==> src/design/assert_macros.svh <==
// concurrent assertion helpers, sampled on clock and muted during reset
`ifndef ASSERT_MACROS_SVH
`define ASSERT_MACROS_SVH

// property holds on every clock edge
`define ASSERT_ALWAYS(label, prop, msg) \
   label: assert property (@(posedge clock) disable iff (reset) (prop)) else $error(msg);

// consequent holds in the same cycle as the antecedent
`define ASSERT_IMPLIES(label, ante, cons, msg) \
   label: assert property (@(posedge clock) disable iff (reset) (ante) |-> (cons)) else $error(msg);

// consequent holds in the cycle after the antecedent
`define ASSERT_NEXT(label, ante, cons, msg) \
   label: assert property (@(posedge clock) disable iff (reset) (ante) |=> (cons)) else $error(msg);

`endif

==> src/design/mlr_pkg.sv <==
package mlr_pkg;

   // width of every coordinate field on the ports
   localparam int COORD_W = 6;

   // default number of coordinate bits in use, at most COORD_W
   localparam int COORD_BITS_DEF = 6;

   // entries in the command queue between front and back, a power of two
   localparam int QUEUE_DEPTH = 2;

   // one line command
   typedef struct packed {
      logic [COORD_W-1:0] start_x;
      logic [COORD_W-1:0] start_y;
      logic [COORD_W-1:0] end_x;
      logic [COORD_W-1:0] end_y;
   } mlr_req_type;

   // one pixel of a line
   typedef struct packed {
      logic [COORD_W-1:0] pixel_x;
      logic [COORD_W-1:0] pixel_y;
      logic               last_pixel;
   } mlr_rsp_type;

endpackage

==> src/design/midpoint_line_rasterizer.sv <==
// an accepted line is queued, then loaded into the stepper registers, which show its first pixel
// throughput: one pixel per cycle; a line has max(|dx|,|dy|)+1 pixels, up to 2^COORD_BITS
// queued lines follow each other with no gap; the pixel stepper sets the pace
// busy rises while the two-entry command queue is full; results cannot be stalled
// reset (synchronous) empties the queue and drops any line in progress
module midpoint_line_rasterizer #(
   parameter int COORD_BITS = mlr_pkg::COORD_BITS_DEF
) (
   input  logic                 clock,
   input  logic                 reset,
   input  logic                 start,
   output logic                 busy,
   input  mlr_pkg::mlr_req_type req_cmd,
   output logic                 rsp_valid,
   output mlr_pkg::mlr_rsp_type rsp_pixel
);
   import mlr_pkg::*;

   localparam int CMD_W = 5 * COORD_BITS + 4;

   logic             push, full, not_empty, pop;
   logic [CMD_W-1:0] front_cmd, queued_cmd;

   assign push = start && !full;
   assign busy = full;

   // classify and order endpoints
   mlr_front #(
      .COORD_BITS (COORD_BITS),
      .CMD_W      (CMD_W)
   ) u_front (
      .req_cmd  (req_cmd),
      .cmd_data (front_cmd)
   );

   // decouple classification from stepping
   mlr_queue #(
      .DATA_W (CMD_W),
      .DEPTH  (QUEUE_DEPTH)
   ) u_queue (
      .clock     (clock),
      .reset     (reset),
      .push      (push),
      .push_data (front_cmd),
      .full      (full),
      .not_empty (not_empty),
      .pop       (pop),
      .pop_data  (queued_cmd)
   );

   // step pixels along the line
   mlr_back #(
      .COORD_BITS (COORD_BITS),
      .CMD_W      (CMD_W)
   ) u_back (
      .clock     (clock),
      .reset     (reset),
      .cmd_valid (not_empty),
      .cmd_data  (queued_cmd),
      .cmd_pop   (pop),
      .rsp_valid (rsp_valid),
      .rsp_pixel (rsp_pixel)
   );

endmodule

==> src/design/mlr_front.sv <==
module mlr_front #(
   parameter int COORD_BITS = mlr_pkg::COORD_BITS_DEF,
   parameter int CMD_W      = 5 * COORD_BITS + 4
) (
   input  mlr_pkg::mlr_req_type req_cmd,
   output logic [CMD_W-1:0]     cmd_data
);
   import mlr_pkg::*;

   logic [COORD_BITS-1:0]   ax, ay, bx, by;
   logic                    swap;
   logic [COORD_BITS-1:0]   x0, y0, x1, y1;
   logic [COORD_BITS-1:0]   dx, ady, dmaj, dmin;
   logic signed [COORD_BITS:0] dy;
   logic                    sy_neg, steep;
   logic signed [COORD_BITS+1:0] d0;

   // keep only the coordinate bits in use
   assign ax = req_cmd.start_x[COORD_BITS-1:0];
   assign ay = req_cmd.start_y[COORD_BITS-1:0];
   assign bx = req_cmd.end_x[COORD_BITS-1:0];
   assign by = req_cmd.end_y[COORD_BITS-1:0];

   // order endpoints: left to right, vertical lines bottom to top
   assign swap = (bx < ax) || ((bx == ax) && (by < ay));
   assign x0   = swap ? bx : ax;
   assign y0   = swap ? by : ay;
   assign x1   = swap ? ax : bx;
   assign y1   = swap ? ay : by;

   // deltas and octant class
   assign dx     = x1 - x0;
   assign dy     = $signed({1'b0, y1}) - $signed({1'b0, y0});
   assign sy_neg = dy[COORD_BITS];
   assign ady    = sy_neg ? COORD_BITS'(-dy) : dy[COORD_BITS-1:0];
   assign steep  = ady > dx;
   assign dmaj   = steep ? ady : dx;
   assign dmin   = steep ? dx : ady;

   // initial decision value 2*minor - major
   assign d0 = $signed({1'b0, dmin, 1'b0}) - $signed({2'b00, dmaj});

   assign cmd_data = {x0, y0, dmaj, dmin, d0, steep, sy_neg};

endmodule

==> src/design/mlr_queue.sv <==
module mlr_queue #(
   parameter int DATA_W = 8,
   parameter int DEPTH  = mlr_pkg::QUEUE_DEPTH
) (
   input  logic              clock,
   input  logic              reset,
   input  logic              push,
   input  logic [DATA_W-1:0] push_data,
   output logic              full,
   output logic              not_empty,
   input  logic              pop,
   output logic [DATA_W-1:0] pop_data
);
   import mlr_pkg::*;

   localparam int PTR_W = (DEPTH > 1) ? $clog2(DEPTH) : 1;
   localparam int CNT_W = $clog2(DEPTH + 1);

   logic [DATA_W-1:0] entry_ff [DEPTH];
   logic [PTR_W-1:0]  wr_ptr_ff, wr_ptr_in;
   logic [PTR_W-1:0]  rd_ptr_ff, rd_ptr_in;
   logic [CNT_W-1:0]  count_ff, count_in;

   assign full      = count_ff == CNT_W'(DEPTH);
   assign not_empty = count_ff != '0;
   assign pop_data  = entry_ff[rd_ptr_ff];

   // pointer and fill count update
   always_comb begin
      wr_ptr_in = wr_ptr_ff;
      rd_ptr_in = rd_ptr_ff;
      count_in  = count_ff;
      if (push) begin
         wr_ptr_in = (wr_ptr_ff == PTR_W'(DEPTH - 1)) ? '0 : wr_ptr_ff + 1'b1;
      end
      if (pop) begin
         rd_ptr_in = (rd_ptr_ff == PTR_W'(DEPTH - 1)) ? '0 : rd_ptr_ff + 1'b1;
      end
      if (push && !pop) begin
         count_in = count_ff + 1'b1;
      end else if (pop && !push) begin
         count_in = count_ff - 1'b1;
      end
   end

   always_ff @(posedge clock) begin
      if (reset) begin
         wr_ptr_ff <= '0;
         rd_ptr_ff <= '0;
         count_ff  <= '0;
      end else begin
         wr_ptr_ff <= wr_ptr_in;
         rd_ptr_ff <= rd_ptr_in;
         count_ff  <= count_in;
      end
   end

   // command storage
   always_ff @(posedge clock) begin
      if (push) begin
         entry_ff[wr_ptr_ff] <= push_data;
      end
   end

`include "assert_macros.svh"

   `ASSERT_ALWAYS(a_count_bound, count_ff <= CNT_W'(DEPTH), "queue fill count over depth")
   `ASSERT_IMPLIES(a_pop_nonempty, pop, count_ff != '0, "pop from empty command queue")
   `ASSERT_NEXT(a_push_grows, push && !pop, count_ff == $past(count_ff) + 1'b1, "push lost")

endmodule

==> src/design/mlr_back.sv <==
module mlr_back #(
   parameter int COORD_BITS = mlr_pkg::COORD_BITS_DEF,
   parameter int CMD_W      = 5 * COORD_BITS + 4
) (
   input  logic                 clock,
   input  logic                 reset,
   input  logic                 cmd_valid,
   input  logic [CMD_W-1:0]     cmd_data,
   output logic                 cmd_pop,
   output logic                 rsp_valid,
   output mlr_pkg::mlr_rsp_type rsp_pixel
);
   import mlr_pkg::*;

   localparam int DW = COORD_BITS + 2;

   // unpacked command fields
   logic [COORD_BITS-1:0] c_x0, c_y0, c_dmaj, c_dmin;
   logic signed [DW-1:0]  c_d0;
   logic                  c_steep, c_sy_neg;

   logic                  active_ff, active_in;
   logic [COORD_BITS-1:0] x_ff, x_in, y_ff, y_in;
   logic [COORD_BITS-1:0] count_ff, count_in;
   logic [COORD_BITS-1:0] dmaj_ff, dmaj_in, dmin_ff, dmin_in;
   logic signed [DW-1:0]  d_ff, d_in;
   logic                  steep_ff, steep_in, sy_neg_ff, sy_neg_in;

   logic                  last, load, hold_minor;
   logic signed [DW-1:0]  inc_keep, inc_move;
   logic [COORD_BITS-1:0] x_step, y_step;

   assign {c_x0, c_y0, c_dmaj, c_dmin, c_d0, c_steep, c_sy_neg} = cmd_data;

   assign last    = count_ff == '0;
   assign load    = cmd_valid && (!active_ff || last);
   assign cmd_pop = load;

   // midpoint decision and increments
   assign hold_minor = d_ff <= 0;
   assign inc_keep   = $signed({1'b0, dmin_ff, 1'b0});
   assign inc_move   = $signed({1'b0, dmin_ff, 1'b0}) - $signed({1'b0, dmaj_ff, 1'b0});
   assign x_step     = x_ff + 1'b1;
   assign y_step     = sy_neg_ff ? y_ff - 1'b1 : y_ff + 1'b1;

   // stepper next state
   always_comb begin
      active_in = active_ff;
      x_in      = x_ff;
      y_in      = y_ff;
      count_in  = count_ff;
      dmaj_in   = dmaj_ff;
      dmin_in   = dmin_ff;
      d_in      = d_ff;
      steep_in  = steep_ff;
      sy_neg_in = sy_neg_ff;
      if (load) begin
         active_in = 1'b1;
         x_in      = c_x0;
         y_in      = c_y0;
         count_in  = c_dmaj;
         dmaj_in   = c_dmaj;
         dmin_in   = c_dmin;
         d_in      = c_d0;
         steep_in  = c_steep;
         sy_neg_in = c_sy_neg;
      end else if (active_ff && last) begin
         active_in = 1'b0;
      end else if (active_ff) begin
         count_in = count_ff - 1'b1;
         d_in     = d_ff + (hold_minor ? inc_keep : inc_move);
         if (steep_ff) begin
            y_in = y_step;
            if (!hold_minor) begin
               x_in = x_step;
            end
         end else begin
            x_in = x_step;
            if (!hold_minor) begin
               y_in = y_step;
            end
         end
      end
   end

   always_ff @(posedge clock) begin
      if (reset) begin
         active_ff <= 1'b0;
      end else begin
         active_ff <= active_in;
      end
   end

   always_ff @(posedge clock) begin
      x_ff      <= x_in;
      y_ff      <= y_in;
      count_ff  <= count_in;
      dmaj_ff   <= dmaj_in;
      dmin_ff   <= dmin_in;
      d_ff      <= d_in;
      steep_ff  <= steep_in;
      sy_neg_ff <= sy_neg_in;
   end

   // current pixel straight from the stepper registers
   assign rsp_valid            = active_ff;
   assign rsp_pixel.pixel_x    = COORD_W'(x_ff);
   assign rsp_pixel.pixel_y    = COORD_W'(y_ff);
   assign rsp_pixel.last_pixel = active_ff && last;

`include "assert_macros.svh"

   `ASSERT_NEXT(a_line_continues, active_ff && !last, active_ff, "line ended before last pixel")
   `ASSERT_NEXT(a_major_x_step, active_ff && !last && !steep_ff, x_ff == COORD_BITS'($past(x_ff) + 1'b1), "x did not advance")
   `ASSERT_NEXT(a_count_down, active_ff && !last, count_ff == COORD_BITS'($past(count_ff) - 1'b1), "pixel count skipped")

endmodule

==> config.mk <==
export PLATFORM = sky130hd
export DESIGN_NAME = midpoint_line_rasterizer
export DESIGN_NICKNAME = d
export VERILOG_FILES = /design/src/design/mlr_pkg.sv /design/src/design/midpoint_line_rasterizer.sv /design/src/design/mlr_front.sv /design/src/design/mlr_queue.sv /design/src/design/mlr_back.sv
export VERILOG_INCLUDE_DIRS = /design/src /design/src/design
export SDC_FILE = /design/constraint.sdc
export NUM_CORES = 1
export LEC_CHECK = 0
export BUFFER_PORTS_ARGS = -buffer_cell sky130_fd_sc_hd__buf_4
export CAP_MARGIN = 20
export CORE_UTILIZATION = 44
export DETAILED_ROUTE_END_ITERATION = 10
export MAX_ROUTING_LAYER = met4
export PLACE_DENSITY = 0.72
export SYNTH_ARGS = -nofsm -noshare
export SYNTH_HDL_FRONTEND = slang
export SYNTH_SLANG_ARGS = --single-unit
export TNS_END_PERCENT = 100
==> constraint.sdc <==
create_clock -name clock -period 9.93 [get_ports clock]
set_input_delay 0.993 -clock clock [delete_from_list [all_inputs] [get_ports clock]]
set_output_delay 0.993 -clock clock [all_outputs]
set_load 0.05 [all_outputs]
==> results of run 1 <==
-- logic make-up (layout without fill, tap and decap cells) --
logic type | count (synthesis) | count (layout) | share of synthesized area [%]
AND/OR/NAND/NOR | 143 | 143 | 9.77
multiplexers | 48 | 48 | 7.57
buffers and inverters | 83 | 123 | 5.01
adder cells (fa/ha/maj) | 47 | 47 | 8.93
AO/OA/AOI/OAI | 147 | 147 | 14.2
XOR/XNOR | 48 | 48 | 6.16
flip-flops | 112 | 112 | 48.4
-- Yosys cell counts (2+ instances only) --
cell type	n	share of area [%]
a211oi_1	6	0.66
a21o_1	13	1.4
a21oi_1	54	4.0
a221oi_1	3	0.39
a31oi_1	6	0.55
a41oi_1	2	0.26
and2_1	3	0.28
and3_1	4	0.37
buf_1	2	0.11
buf_2	3	0.22
buf_4	2	0.22
buf_6	2	0.33
clkbuf_1	12	0.66
dfxtp_1	6	1.8
edfxtp_1	106	47
fa_1	3	0.88
ha_1	42	7.7
inv_1	60	3.3
mux2_2	19	3.1
mux2i_1	28	4.1
nand2_1	34	1.9
nand2b_1	5	0.46
nand3_1	16	1.2
nor2_1	52	2.9
nor2b_1	7	0.64
nor3_1	7	0.51
nor4_1	4	0.37
o2111ai_1	2	0.26
o21a_1	2	0.22
o21ai_0	32	2.3
o21bai_1	3	0.33
o221ai_1	2	0.26
o22ai_1	4	0.37
o2bb2ai_1	2	0.26
or3_1	7	0.64
xnor2_1	32	4.1
xor2_1	16	2.1
-- worst max-delay path: cells and delay by family --
family          cells  cell delay, ps
compound gates     12            2200
fa+ha+maj           4            1310
buf+inv             6             680
mux                 2            1190
simple gates        8            1760
-- flip-flops by register name (all words and copies together), names as in the netlist, named ones only --
signal             count
u_back.dmin_ff         6
u_back.count_ff        6
u_queue.entry_ff      66
u_back.dmaj_ff         6
u_back.x_ff            6
u_queue.count_ff       2
u_back.rsp_valid       1
u_queue.rd_ptr_ff      1
u_back.d_ff            8
u_back.sy_neg_ff       1
u_queue.wr_ptr_ff      1
u_back.steep_ff        1
u_back.y_ff            6
-- through the flow --
stage	hold WS [ps]	util (%)	area (um^2)	power, W	worst slack (ps)
after global routing	562	50.2	7610	0.00319	1330
after detailed placement	514	48.2	7300	0.00260	1620
final	531	50.2	7610	0.00296	1850
after CTS	539	50.2	7610	0.00298	1990
after floorplan	479	-	6820	0.00224	2520
after global placement	497	48.2	7300	0.00253	1940
-- layout make-up --
cell class	instances	share of cell area (%)
clock buffers	9	2.96
clock inverters	7	1.12
inverters	61	3.04
multi-input cells	433	41.8
flip-flops and latches	112	43.4
well taps	188	3.09
repair buffers	46	4.54
-- power by group --
part           internal (W)  switching, W  leakage, nW
sequential         0.000861     0.0000905         1.05
clock              0.000201      0.000167        0.153
combinational      0.000655      0.000990         1.82
total               0.00172       0.00125         3.02
-- worst max-delay path by stage --
stage / from / endpoint / slack, ps / depth (start not counted)
floorplan: req_cmd[15] / u_queue.entry_ff[0][8]$_DFFE_PP_ / 2520 / 38
global placement: req_cmd[15] / u_queue.entry_ff[0][8]$_DFFE_PP_ / 1940 / 36
detailed placement: req_cmd[15] / u_queue.entry_ff[1][7]$_DFFE_PP_ / 1620 / 32
CTS: req_cmd[15] / u_queue.entry_ff[1][7]$_DFFE_PP_ / 1990 / 32
global route: req_cmd[14] / u_queue.entry_ff[1][7]$_DFFE_PP_ / 1330 / 32
finish: req_cmd[15] / u_queue.entry_ff[1][7]$_DFFE_PP_ / 1850 / 32
-- routing by layer --
layer / global-route usage [%] / share of wire, % / vias to the layer above
met3: 2.57 / 4.2 / 12
met4: 5.81 / 1.1 / 0
li1: - / - / 2351
met5: - / 0 / -
met1: 23.0 / 45 / 2251
met2: 30.4 / 49 / 130
==> results.json, run 1 <==
{
  "path_class": "input pin to register",
  "start_util_pct": 45.1,
  "placedCellCount": 840,
  "synth_seq_area_share_pct": 48.4,
  "hp-start": "u_queue.rd_ptr_ff$_SDFFE_PP0P_",
  "cts_tree": "yes",
  "tns_ps": 0,
  "clk_latency_ps": 350,
  "numCtsBuffers": 9,
  "vdd_drop_max_uv": 125,
  "fill_cells": 1308,
  "maxCapViolations": 0,
  "layoutNonFillerInstCount": 856,
  "outcome": "completed",
  "ant_nets": 0,
  "r2r-start": "u_back.d_ff[2]$_DFFE_PP_",
  "final_common_cell": "edfxtp_1",
  "nets": 735,
  "reg2reg_to": "u_back.d_ff[7]$_DFFE_PP_",
  "drive_gt1_share_pct": 14.2,
  "area_growth_pct": 11.5,
  "synth_nets": 700,
  "critPathCaptureType": "register",
  "n_antenna_cell": 0,
  "slowest_stage": "mux2i_1",
  "hold_path_depth": 2,
  "mostFrequentLayoutCells": "106 x edfxtp_1, 60 x inv_1, 54 x a21oi_1, 51 x nor2_1, 46 x buf_4",
  "fin_worst_skew_ps": 8.50,
  "slowest_delay_ps": 680,
  "gp_congestion": 0.906,
  "htree_num_levels": 3,
  "min_path_type": "register to register",
  "grt_usage_pct": 18.2,
  "postCtsSetupBuffers": 0,
  "synth-async-reset-ratio_pct": 0,
  "ys_types": 62,
  "firstDrtPassIters": 5,
  "netlist_area_um2": 6820,
  "synth_flop_cell": "edfxtp_1",
  "cellLeakagePower_nw": 3.02,
  "slew_viol_final": 0,
  "synth-edff-count": 106,
  "wire_per_inst_um": 16.1,
  "dieArea_um2": 16000,
  "powerDensity_nw_per_um2": 390,
  "grt_antenna_before_repair": 0,
  "drc": 0,
  "cts_sinks": 112,
  "crit_path_frequent_cell": "inv_1",
  "rsz0062_at_grt": "false",
  "critPathArrivalTime_ps": 8140,
  "regArea_um2": 3300,
  "finalWirelength_um": 13800,
  "reg2reg_slack_ps": 6620,
  "period_minus_slack_ps": 8080,
  "clk_pin_slew_worst_paths_ps": 70,
  "ctsHoldBuffers": 0,
  "fp.dieH_um": 127,
  "timing.fmax_ghz": 0.124,
  "multi_input_area_um2": 3180,
  "cp-start-kind": "input pin",
  "cts_buffer_depth": 2,
  "ys_seq_elements": 112,
  "via_per_inst": 5.54,
  "numPortBuffers": 41,
  "ff2ff_path_depth": 11,
  "clockRootBuffer": "clkbuf_16",
  "rows": 45,
  "post-route-period-util_pct": 81.4,
  "tightest_slew_ps": 911,
  "critPathMaxFanout": 18,
  "setup_violations": 0,
  "dpl.hpwl_um": 10200,
  "cts_resized": 0,
  "grt_max_degree": 42,
  "drtIter0Drc": 431,
  "required_ps": 9990,
  "slew_headroom_pct": 39.3,
  "grt.overflow.total": 0,
  "via_count": 4744,
  "grt_pass1_wl_um": 22200,
  "fp.coreArea_um2": 15100,
  "syn_inst": 628,
  "synth_warnings": 0,
  "hold_viol": 0,
  "die_x_um": 127,
  "syn_avg_cell_area_um2": 10.9,
  "num_io_pins": 42,
  "grt_pass1_vias": 4601
}
(Power assumes the default switching activity.)
==> run 2: changes to the inputs <==
--- a/config.mk
+++ b/config.mk
@@ -6,12 +6,13 @@
 export SDC_FILE = /design/constraint.sdc
 export NUM_CORES = 1
 export LEC_CHECK = 0
+export ABC_AREA = 1
 export BUFFER_PORTS_ARGS = -buffer_cell sky130_fd_sc_hd__buf_4
 export CAP_MARGIN = 20
 export CORE_UTILIZATION = 44
 export DETAILED_ROUTE_END_ITERATION = 10
 export MAX_ROUTING_LAYER = met4
-export PLACE_DENSITY = 0.72
+export PLACE_DENSITY = 0.74
 export SYNTH_ARGS = -nofsm -noshare
 export SYNTH_HDL_FRONTEND = slang
 export SYNTH_SLANG_ARGS = --single-unit
==> constraint.sdc (replaced) <==
create_clock -name clock -period 6.5 [get_ports clock]
set_input_delay 0.65 -clock clock [delete_from_list [all_inputs] [get_ports clock]]
set_output_delay 0.65 -clock clock [all_outputs]
set_load 0.05 [all_outputs]
==> run 2 against run 1 <==
Effect of this change: sequential power up 50%; clock skew fell by 2.7 ps; core utilization increased by 0.24 points; final area rose by 1.2%.
==> results.json, run 2 <==
{
  "p_clk_share_pct": 12.2,
  "syn_avg_cell_area_um2": 8.74,
  "required_ps": 6600,
  "htree_num_levels": 3,
  "die_x_um": 127,
  "ys_types": 42,
  "synth_nets": 861,
  "period_minus_slack_ps": 5880,
  "clk_latency_ps": 350,
  "cts_resized": 0,
  "reg.largest.list": "u_queue.entry_ff x66, u_back.d_ff x8",
  "drtIter0Drc": 385,
  "p_sw_share_pct": 45.0,
  "nets": 899,
  "netlist_area_um2": 6890,
  "syn_inst": 789,
  "powerDensity_nw_per_um2": 569,
  "grt.overflow.total": 0,
  "ys_seq_elements": 112,
  "pwr-share-seq_pct": 32.6,
  "cellLeakagePower_nw": 3.54,
  "gp_congestion": 0.920,
  "synth-async-reset-ratio_pct": 0,
  "tns_ps": 0,
  "timing.fmax_ghz": 0.170,
  "combPwrFrac_pct": 55.2,
  "fp.dieH_um": 127,
  "timing.hold.ws_ps": 519,
  "cts_buffer_depth": 2,
  "rows": 45,
  "regArea_um2": 3300,
  "clockRootBuffer": "clkbuf_16",
  "grt_antenna_before_repair": 0,
  "wire_per_inst_um": 13.9,
  "dieArea_um2": 16200,
  "grt_usage_pct": 19.8,
  "multi_input_area_um2": 3110,
  "path_class": "input pin to register",
  "firstDrtPassIters": 6,
  "slew_viol_final": 0,
  "fin_worst_skew_ps": 5.76,
  "min_path_type": "register to register",
  "critPathCaptureType": "register",
  "post-route-period-util_pct": 90.5,
  "grt_pass1_wl_um": 24200,
  "start_util_pct": 45.2,
  "num_io_pins": 42,
  "ctsHoldBuffers": 0,
  "via_per_inst": 5.05,
  "cts_sinks": 112,
  "rsz0062_at_grt": "false",
  "outcome": "completed",
  "largest_reg_flops": 66,
  "clk_pin_slew_worst_paths_ps": 70,
  "slowest_delay_ps": 510,
  "internal_power_w": 0.00241,
  "area_growth_pct": 11.7,
  "hold_viol": 0,
  "tightest_slew_ps": 795,
  "maxCapViolations": 0,
  "fp.coreArea_um2": 15300,
  "cts_tree": "yes",
  "synth_area_leaders": "edfxtp_1 46%, nand2_1 12%, ha_1 7.6%, inv_1 5.6%, nor2_1 4.0%",
  "synth_seq_area_share_pct": 47.9,
  "ant_nets": 0,
  "drive_gt1_share_pct": 13.9,
  "slew_headroom_pct": 46.9,
  "cp-start-kind": "input pin",
  "fill_cells": 1380,
  "synth_warnings": 0,
  "finalWirelength_um": 14500,
  "final_common_cell": "nand2_1",
  "critPathArrivalTime_ps": 5980,
  "total_power_w": 0.00438,
  "crit_path_frequent_cell": "ha_1",
  "grt_max_degree": 48,
  "synth-edff-count": 106,
  "critPathMaxFanout": 21,
  "drc": 0,
  "netlist.top_cell.by_area": "edfxtp_1",
  "vdd_drop_max_uv": 259,
  "grt_pass1_vias": 4985,
  "yosys-top-cells-count": "218 x nand2_1, 106 x edfxtp_1, 102 x inv_1, 73 x nor2_1, 42 x ha_1",
  "dpl.hpwl_um": 10500,
  "via_count": 5267,
  "design_area_um2": 7700,
  "placed_area_um2": 7410,
  "postCtsSetupBuffers": 0,
  "numCtsBuffers": 9,
  "regMostFlops": "u_queue.entry_ff",
  "setup_violations": 0,
  "synth_flop_cell": "edfxtp_1",
  "n_antenna_cell": 0,
  "mostFrequentLayoutCells": "218 x nand2_1, 106 x edfxtp_1, 102 x inv_1, 71 x nor2_1, 46 x buf_4",
  "synth_top_area_share_pct": 46.2,
  "numPortBuffers": 41,
  "yosysMostFrequentCell": "nand2_1",
  "p_sw_w": 0.00197,
  "slowest_stage": "o21ai_4"
}
==> run 2: power groups by stage <==
| stage | logic [W] | registers, W | clock network (W) |
|---|---|---|---|
| final | 0.00242 | 0.00143 | 0.000535 |
| after detailed placement | 0.00237 | 0.00144 | 0 |
| after global routing | 0.00276 | 0.00145 | 0.000574 |
| after global placement | 0.00232 | 0.00143 | 0 |
| after floorplan | 0.00171 | 0.00155 | 0 |
| after CTS | 0.00241 | 0.00143 | 0.000547 |
==> run 2: final timing paths <==
| kind | from | end | slack (ps) | depth (start not counted) |
|---|---|---|---|---|
| setup / recovery | req_cmd[9] | u_queue.entry_ff[0][8]$_DFFE_PP_ | 620 | 31 |
| hold / removal | u_queue.entry_ff[0][13]$_DFFE_PP_ | u_back.dmin_ff[3]$_DFFE_PP_ | 520 | 2 |
| setup reg to reg | u_back.d_ff[2]$_DFFE_PP_ | u_back.d_ff[7]$_DFFE_PP_ | 3190 | 15 |
| hold reg to reg | u_queue.entry_ff[0][13]$_DFFE_PP_ | u_back.dmin_ff[3]$_DFFE_PP_ | 520 | 2 |
==> run 2: cell families (layout without fill, tap and decap cells) <==
kind of cell               count (synthesis)  count (layout)  synth area share, %
buffers and inverters                    124             167                 7.24
and+or+nand+nor                          389             389                 24.6
DFF                                      112             112                 47.9
muxes                                      3               3                0.436
xor gates and xnor gates                  23              23                 2.92
AOI/OAI and AO/OA                         93              93                 8.40
adders and majority gates                 45              45                 8.50
==> run 2: final cells by class <==
type	instances	area share, %
Sequential cell	112	42.9
Multi-Input combinational cell	553	40.3
Inverter	105	5.12
Timing Repair Buffer	46	4.48
Tap cell	211	3.43
Clock buffer	10	2.97
Clock inverter	6	0.764
==> run 2: routing by layer <==
layer  track usage [%]  wire length, um  vias to the layer above
met1              25.6             6910                     2465
met5                 -                0                        -
met3              2.35              518                       19
met4              7.21              272                        0
met2              32.0             6830                      108
li1                  -                -                     2675
==> run 2: stage by stage <==
step / utilization, % / setup WS, ps / cells
5_1_grt: 50.5 / 138 / 1043
4_1_cts: 50.5 / 695 / 1043
2_1_floorplan: - / 1290 / 789
3_5_place_dp: 48.6 / 329 / 1027
3_3_place_gp: 48.6 / 528 / 1027
6_report: 50.5 / 616 / 1043
==> run 2: worst max-delay path: cells and delay by family <==
kind | cells | cell delay (ps)
buf+inv | 5 | 490
simple gates | 14 | 1730
xor+xnor | 1 | 150
compound gates | 6 | 1510
fa+ha+maj | 5 | 1440
